[config.mk]
export PLATFORM = sky130hd
export DESIGN_NAME = csv_four_field_sample_parser
export DESIGN_NICKNAME = d
export VERILOG_FILES = /design/src/design/csvp_pkg.sv /design/src/design/csvp_front.sv /design/src/design/csvp_back.sv /design/src/design/csv_four_field_sample_parser.sv
export SDC_FILE = /design/constraint.sdc
export NUM_CORES = 1
export LEC_CHECK = 0
export CORE_ASPECT_RATIO = 0.8
export CORE_UTILIZATION = 50
export CTS_BUF_LIST = sky130_fd_sc_hd__clkbuf_16
export DETAILED_ROUTE_END_ITERATION = 8
export DONT_BUFFER_PORTS = 1
export PLACE_DENSITY = 0.73
export SYNTH_ARGS = -nofsm -noshare
export SYNTH_HDL_FRONTEND = slang
export SYNTH_SLANG_ARGS = --single-unit
[constraint.sdc]
create_clock -name clock -period 4.4 [get_ports clock]
set_input_delay 0.88 -clock clock [delete_from_list [all_inputs] [get_ports clock]]
set_output_delay 0.88 -clock clock [all_outputs]
set_load 0.02 [all_outputs]
[src/design/csvp_pkg.sv]
// Shared types and constants for the four-field CSV sample parser.
// No dependencies; used by csvp_front, csvp_back and the top level.
`timescale 1ns / 1ps
`default_nettype none
package csvp_pkg;

   localparam int unsigned MAX_LINE         = 21;
   localparam int unsigned DIGITS_PER_FIELD = 4;
   localparam int unsigned NUM_FIELDS       = 4;

   localparam logic [2:0]  MAX_COMMAS   = 3'd4;
   localparam logic [11:0] OFFSET_RESET = 12'd2048;

   localparam logic [7:0] CH_COMMA = 8'h2C;
   localparam logic [7:0] CH_CR    = 8'h0D;
   localparam logic [7:0] CH_LF    = 8'h0A;
   localparam logic [7:0] CH_ZERO  = 8'h30;
   localparam logic [7:0] CH_NINE  = 8'h39;

   localparam int unsigned AC_W       = 15;
   localparam int unsigned DC_W       = 14;

   typedef logic [DC_W-1:0] field_type;

   typedef enum logic [1:0] {
      KIND_OTHER = 2'd0,
      KIND_DIGIT = 2'd1,
      KIND_COMMA = 2'd2,
      KIND_EOL   = 2'd3
   } kind_type;

   typedef struct packed {
      kind_type   kind;
      logic [3:0] digit;
   } token_type;

   typedef struct packed {
      logic signed [AC_W-1:0] ac_red;
      field_type              dc_red;
      logic signed [AC_W-1:0] ac_infrared;
      field_type              dc_infrared;
   } record_type;

endpackage
`default_nettype wire

[src/design/csvp_front.sv]
// Front end: classifies each received character and queues the token.
// Depends on csvp_pkg; feeds csvp_back through a two-entry queue.
`timescale 1ns / 1ps
`default_nettype none
module csvp_front (
   input  wire logic                 clock,
   input  wire logic                 reset,
   input  wire logic                 in_valid,
   output logic                      in_ready,
   input  wire logic [7:0]           in_ch,
   output logic                      tok_valid,
   input  wire logic                 tok_ready,
   output csvp_pkg::token_type       tok
);

   csvp_pkg::token_type cls;
   csvp_pkg::token_type q_ff [2];
   logic                wr_ptr_ff, wr_ptr_in;
   logic                rd_ptr_ff, rd_ptr_in;
   logic [1:0]          count_ff, count_in;
   logic                push, pop;

   always_comb begin
      cls.digit = 4'd0;
      if ((in_ch == csvp_pkg::CH_CR) || (in_ch == csvp_pkg::CH_LF)) begin
         cls.kind = csvp_pkg::KIND_EOL;
      end else if (in_ch == csvp_pkg::CH_COMMA) begin
         cls.kind = csvp_pkg::KIND_COMMA;
      end else if ((in_ch >= csvp_pkg::CH_ZERO) && (in_ch <= csvp_pkg::CH_NINE)) begin
         cls.kind  = csvp_pkg::KIND_DIGIT;
         cls.digit = in_ch[3:0];
      end else begin
         cls.kind = csvp_pkg::KIND_OTHER;
      end
   end

   assign in_ready  = (count_ff != 2'd2);
   assign tok_valid = (count_ff != 2'd0);
   assign tok       = q_ff[rd_ptr_ff];
   assign push      = in_valid && in_ready;
   assign pop       = tok_valid && tok_ready;

   always_comb begin
      wr_ptr_in = push ? ~wr_ptr_ff : wr_ptr_ff;
      rd_ptr_in = pop  ? ~rd_ptr_ff : rd_ptr_ff;
      count_in  = count_ff + {1'b0, push} - {1'b0, pop};
   end

   always_ff @(posedge clock) begin
      if (reset) begin
         wr_ptr_ff <= 1'b0;
         rd_ptr_ff <= 1'b0;
         count_ff  <= 2'd0;
      end else begin
         wr_ptr_ff <= wr_ptr_in;
         rd_ptr_ff <= rd_ptr_in;
         count_ff  <= count_in;
      end
   end

   always_ff @(posedge clock) begin
      if (push) begin
         q_ff[wr_ptr_ff] <= cls;
      end
   end

endmodule
`default_nettype wire

[src/design/csvp_back.sv]
// Back end: line parser state, digit accumulation and the result register.
// Depends on csvp_pkg; takes tokens from csvp_front.
`timescale 1ns / 1ps
`default_nettype none
module csvp_back (
   input  wire logic                 clock,
   input  wire logic                 reset,
   input  wire logic                 tok_valid,
   output logic                      tok_ready,
   input  wire csvp_pkg::token_type  tok,
   input  wire logic [11:0]          ac_offset,
   output logic                      out_valid,
   input  wire logic                 out_ready,
   output csvp_pkg::record_type      out_rec
);

   localparam logic [4:0] MAX_LEN = 5'(csvp_pkg::MAX_LINE);
   localparam logic [2:0] MAX_DIG = 3'(csvp_pkg::DIGITS_PER_FIELD);

   logic [2:0]          comma_count_ff, comma_count_in;
   logic [2:0]          digit_count_ff, digit_count_in;
   csvp_pkg::field_type field_value_ff [csvp_pkg::NUM_FIELDS];
   csvp_pkg::field_type field_value_in [csvp_pkg::NUM_FIELDS];
   logic [4:0]          line_length_ff, line_length_in;
   logic                too_long_ff, too_long_in;
   logic                out_valid_ff, out_valid_in;
   csvp_pkg::record_type out_rec_ff, out_rec_in;

   logic                take, emit;
   csvp_pkg::field_type cur, acc;

   // a token is taken whenever the result register is free or draining
   assign tok_ready = !out_valid_ff || out_ready;
   assign take      = tok_valid && tok_ready;
   assign out_valid = out_valid_ff;
   assign out_rec   = out_rec_ff;

   assign cur = field_value_ff[comma_count_ff[1:0]];
   // v*10 + d, kept to 14 bits
   assign acc = csvp_pkg::DC_W'({cur, 3'b000} + {cur, 1'b0} + {10'd0, tok.digit});

   assign emit = (tok.kind == csvp_pkg::KIND_EOL) && (line_length_ff != 5'd0)
                 && !too_long_ff && (comma_count_ff >= 3'd3);

   always_comb begin
      comma_count_in = comma_count_ff;
      digit_count_in = digit_count_ff;
      line_length_in = line_length_ff;
      too_long_in    = too_long_ff;
      for (int k = 0; k < int'(csvp_pkg::NUM_FIELDS); k++) begin
         field_value_in[k] = field_value_ff[k];
      end
      out_valid_in = out_valid_ff && !out_ready;
      out_rec_in   = out_rec_ff;

      if (take) begin
         if (tok.kind == csvp_pkg::KIND_EOL) begin
            if (emit) begin
               out_valid_in           = 1'b1;
               out_rec_in.ac_red      = {1'b0, field_value_ff[0]} - {3'b000, ac_offset};
               out_rec_in.dc_red      = field_value_ff[1];
               out_rec_in.ac_infrared = {1'b0, field_value_ff[2]} - {3'b000, ac_offset};
               out_rec_in.dc_infrared = field_value_ff[3];
            end
            comma_count_in = 3'd0;
            digit_count_in = 3'd0;
            line_length_in = 5'd0;
            too_long_in    = 1'b0;
            for (int k = 0; k < int'(csvp_pkg::NUM_FIELDS); k++) begin
               field_value_in[k] = '0;
            end
         end else begin
            if (line_length_ff >= MAX_LEN) begin
               too_long_in = 1'b1;
            end else begin
               line_length_in = line_length_ff + 5'd1;
            end
            unique case (tok.kind)
               csvp_pkg::KIND_COMMA: begin
                  if (comma_count_ff < csvp_pkg::MAX_COMMAS) begin
                     comma_count_in = comma_count_ff + 3'd1;
                  end
                  digit_count_in = 3'd0;
               end
               csvp_pkg::KIND_DIGIT: begin
                  if ((comma_count_ff < csvp_pkg::MAX_COMMAS) && (digit_count_ff < MAX_DIG)) begin
                     field_value_in[comma_count_ff[1:0]] = acc;
                     digit_count_in = digit_count_ff + 3'd1;
                  end
               end
               default: begin
               end
            endcase
         end
      end
   end

   always_ff @(posedge clock) begin
      if (reset) begin
         comma_count_ff <= 3'd0;
         digit_count_ff <= 3'd0;
         line_length_ff <= 5'd0;
         too_long_ff    <= 1'b0;
         out_valid_ff   <= 1'b0;
         for (int k = 0; k < int'(csvp_pkg::NUM_FIELDS); k++) begin
            field_value_ff[k] <= '0;
         end
      end else begin
         comma_count_ff <= comma_count_in;
         digit_count_ff <= digit_count_in;
         line_length_ff <= line_length_in;
         too_long_ff    <= too_long_in;
         out_valid_ff   <= out_valid_in;
         for (int k = 0; k < int'(csvp_pkg::NUM_FIELDS); k++) begin
            field_value_ff[k] <= field_value_in[k];
         end
      end
   end

   always_ff @(posedge clock) begin
      out_rec_ff <= out_rec_in;
   end

endmodule
`default_nettype wire

[src/design/csv_four_field_sample_parser.sv]
// Channel  | dir | handshake              | payload
// req      | in  | req_tvalid/req_tready  | req_tdata[7:0]  character
// rsp      | out | rsp_tvalid/rsp_tready  | rsp_tdata[63:0] one record
// csr      | in  | csr_valid/csr_ready    | csr_data[11:0]  ac_offset
//
// One character per cycle unless req_tready is low; a record reaches rsp once
// its line end character has passed the queue slot, then the result register.
// The two-entry character queue takes two more characters while a record
// waits; req_tready drops only when the queue is full.
// Synchronous reset clears line state and sets ac_offset to 2048.
// Top level; depends on csvp_pkg, csvp_front and csvp_back.
`timescale 1ns / 1ps
`default_nettype none
module csv_four_field_sample_parser (
   input  wire logic        clock,
   input  wire logic        reset,
   input  wire logic        req_tvalid,
   output logic             req_tready,
   input  wire logic [7:0]  req_tdata,   // [7:0] ch
   output logic             rsp_tvalid,
   input  wire logic        rsp_tready,
   output logic [63:0]      rsp_tdata,   // [14:0] ac_red, [28:15] dc_red,
                                         // [43:29] ac_infrared, [57:44] dc_infrared
   input  wire logic        csr_valid,
   output logic             csr_ready,
   input  wire logic [11:0] csr_data
);

   logic [11:0]           ac_offset_ff, ac_offset_in;
   logic                  tok_valid, tok_ready;
   csvp_pkg::token_type   tok;
   csvp_pkg::record_type  rec;

   assign csr_ready    = 1'b1;
   assign ac_offset_in = (csr_valid && csr_ready) ? csr_data : ac_offset_ff;

   always_ff @(posedge clock) begin
      if (reset) begin
         ac_offset_ff <= csvp_pkg::OFFSET_RESET;
      end else begin
         ac_offset_ff <= ac_offset_in;
      end
   end

   csvp_front u_front (
      .clock     (clock),
      .reset     (reset),
      .in_valid  (req_tvalid),
      .in_ready  (req_tready),
      .in_ch     (req_tdata),
      .tok_valid (tok_valid),
      .tok_ready (tok_ready),
      .tok       (tok)
   );

   csvp_back u_back (
      .clock     (clock),
      .reset     (reset),
      .tok_valid (tok_valid),
      .tok_ready (tok_ready),
      .tok       (tok),
      .ac_offset (ac_offset_ff),
      .out_valid (rsp_tvalid),
      .out_ready (rsp_tready),
      .out_rec   (rec)
   );

   assign rsp_tdata = {6'd0, rec.dc_infrared, rec.ac_infrared, rec.dc_red, rec.ac_red};

endmodule
`default_nettype wire

==> flow_metrics.tcl <==
set metrics [dict create \
    status "complete, no violations" \
    grt-ovfl-total 0 \
    synth_area_leaders "edfxtp_1 (27%), dfxtp_1 (22%), ha_1 (9.1%)" \
    cp-start-kind "register" \
    synth_area_per_cell_um2 10.90 \
    antenna_found_initial 0 \
    synth_cell_types 62 \
    synth_top_family_by_area "compound AO/OA/AOI/OAI gates" \
    synth_compound_area_share_pct 14.67 \
    drc 0 \
    dr.first_iter.drc_count 490 \
    yosys_warnings 0 \
    crit_fanout 8 \
    grt_pass1_vias 5544 \
    finalNetCount 802 \
    ir_worst_vdd_mv 0.3252 \
    antenna_cells 0 \
    hold_violations 0 \
    num_vias 5664 \
    powerDensity_nw_per_um2 452.7 \
    row_count 40 \
    root_buffer "clkbuf_16" \
    grt_util_all_layers_pct 23.12 \
    clkTransAtPathRegs_ps 60 \
    max_freq_ghz 0.2832 \
    yosys.area_share.simple_pct 11.93 \
    leakage_nw 3.389 \
    syn_inst 722 \
    synth_fa_ha_area_share_pct 10.08 \
    syn2layout_area_growth_pct 9.543 \
    die_x_um 142.2 \
    setup_viol 0 \
    synth_largest_area_cell "edfxtp_1" \
    cts_setup_buffers 0 \
    initial_core_util_pct 51.70 \
    worstSetupPathType "register to register" \
    cts_tree "built" \
    place_area_um2 8019 \
    htreeDepth 4 \
    relSlewSlack_pct 38.61 \
    crit_arrival_ps 3840 \
    final_cell_area_um2 8617 \
    dr.pass1.iters 5 \
    dp_hpwl_um 12430 \
    slew_viol_final 0 \
    synth_xor_area_share_pct 3.340 \
    ys.flop_type "dfxtp_1" \
    hp-class "register to register" \
    totalWireLength_um 17660 \
    yosys.cell_count.top_type "dfxtp_1" \
    numPortBuffers 0 \
    hold_buffers 0 \
    ys_seq_elements 158 \
    skew_ps 9.230 \
    rsz0062_at_grt "false" \
    tns_ps 0 \
    numClockSinks 158 \
    seq_area_frac_synth_pct 49.12 \
    insertion_delay_ps 430 \
    dieArea_um2 16240 \
    cts_buffers 17 \
    synth_common_cells "dfxtp_1 (88), nor2_1 (85), edfxtp_1 (70)" \
    synth_area_um2 7866 \
    synth_top_area_share_pct 26.72 \
    worstSetupEndpointType "register" \
    fin_crit_sh_pct 80.24 \
    worstMarginPinSlew_ps 914.6 \
    final_antenna_net_count 0 \
    muxShareOfSynthArea_pct 6.871 \
    coreArea_um2 15210 \
    nFillCells 1282 \
    gp_congestion 0.9197 \
    vias_per_cell 6.032 \
    min_period_ps 3530 \
    die_h_um 114.2 \
    synthArstFlopShare_pct 0 \
    drive_above_1_share_pct 7.682 \
    clock_path_buffers 2 \
    pin_count 92 \
    drv_cap 0 \
    worst-endpoint-required_ps 4710 \
    synth_edf_count 70 \
    post_cts_resized 0 \
    whs_ps 438.3 \
    final_util_pct 56.64 \
    routedWlPerCell_um 18.80 \
    grt_pass1_wl_um 28660 \
    grt_max_degree 64 \
]
-- worst max-delay path, cell delays in order (launching register included) --
cell and delay (ps):
dfxtp_1 440, mux4_1 640, fa_1 480, ha_1 330, a211oi_1 270, o21bai_1 140
o21ai_1 310, o21ai_1 260, and3_1 240, a311o_1 320
-- layout by cell type, fill, tap and decap left out, types with 4 or more instances in the layout --
master	Yosys	routed
nand3_1	23	23
o21ai_0	25	25
and2_1	10	10
a31oi_1	8	8
o311ai_0	5	5
mux2i_1	15	15
clkinvlp_4	0	4
a21oi_1	31	31
or3_1	6	6
o31a_1	6	6
nor2b_1	7	7
ha_1	57	57
a22oi_1	35	35
nand2b_1	5	5
xor2_1	11	11
conb_1	2	7
o21ai_1	4	4
a2bb2oi_1	4	4
and3_1	10	10
dfxtp_1	88	88
o21a_1	9	9
a21o_1	7	7
edfxtp_1	70	70
nand2_1	30	30
mux2_2	5	5
xnor2_1	19	19
inv_1	35	36
nor2_1	85	84
o31ai_1	6	6
nor3_1	10	10
fa_1	4	4
mux4_2	12	12
a32o_1	4	4
clkbuf_16	0	17
-- cell type report --
class / instances / area [µm²] / area share (%)
flip-flops and latches: 158 / 3864 / 44.84
multi-input cells: 500 / 3722 / 43.20
clock buffers: 17 / 425.4 / 4.937
well taps: 210 / 262.8 / 3.049
clock inverters: 15 / 172.7 / 2.004
inverters: 36 / 135.1 / 1.568
repair buffers: 3 / 35.03 / 0.4066
-- power by group --
part | switching, mW | total, mW | internal [mW]
clock | 0.596 | 1.48 | 0.888
sequential | 0.0536 | 1.66 | 1.61
combinational | 0.464 | 0.757 | 0.293
-- sequential cells by signal, indices dropped and copies added, names as in the netlist, named ones only --
register	cells
ac_offset_ff	12
u_back.comma_count_ff	3
u_back.digit_count_ff	3
u_back.field_value_ff	56
u_back.line_length_ff	5
u_back.out_rec	58
u_back.out_valid	1
u_back.too_long_ff	1
u_front.count_ff	2
u_front.q_ff	12
u_front.rd_ptr_ff	1
u_front.wr_ptr_ff	1
-- kinds of logic after synthesis --
| kind of cell | after synthesis |
|---|---|
| and+or+nand+nor | 199 |
| AOI/OAI and AO/OA | 168 |
| DFF | 158 |
| buffers and inverters | 69 |
| adders and majority gates | 61 |
| muxes | 35 |
| xor gates and xnor gates | 30 |
| other | 2 |
-- per-layer routing --
layer  wire (µm)  share of wire (%)  track usage, %
met1        7599                 43           30.91
met2        8056                 46           35.75
met3        1563                8.9           5.688
met4         436                2.5           10.04
met5           0                  0               0
-- final timing paths --
check / startpoint / endpoint / slack (ps) / cells past startpoint
worst min register to register: u_back.field_value_ff[1][13]$_SDFFE_PP0P_ / u_back.out_rec[42]$_DFFE_PP_ / 440 / 0
worst max register to register: register / u_back.field_value_ff[1][11]$_SDFFE_PP0P_ / 870 / 9
worst min-delay path: u_back.field_value_ff[1][13]$_SDFFE_PP0P_ / u_back.out_rec[42]$_DFFE_PP_ / 440 / 0
worst max-delay path: register / u_back.field_value_ff[1][11]$_SDFFE_PP0P_ / 870 / 9
-- through the flow --
stage                     power [mW]  worst slack [ps]  instances
after floorplan                2.276             881.7        727
after global placement         2.388              1057        907
after detailed placement       2.433             921.9        907
after CTS                      3.912             902.6        939
after global routing           4.073             702.5        939
final                          3.901             869.5        939
No activity file was read; power rests on OpenSTA's default activity.
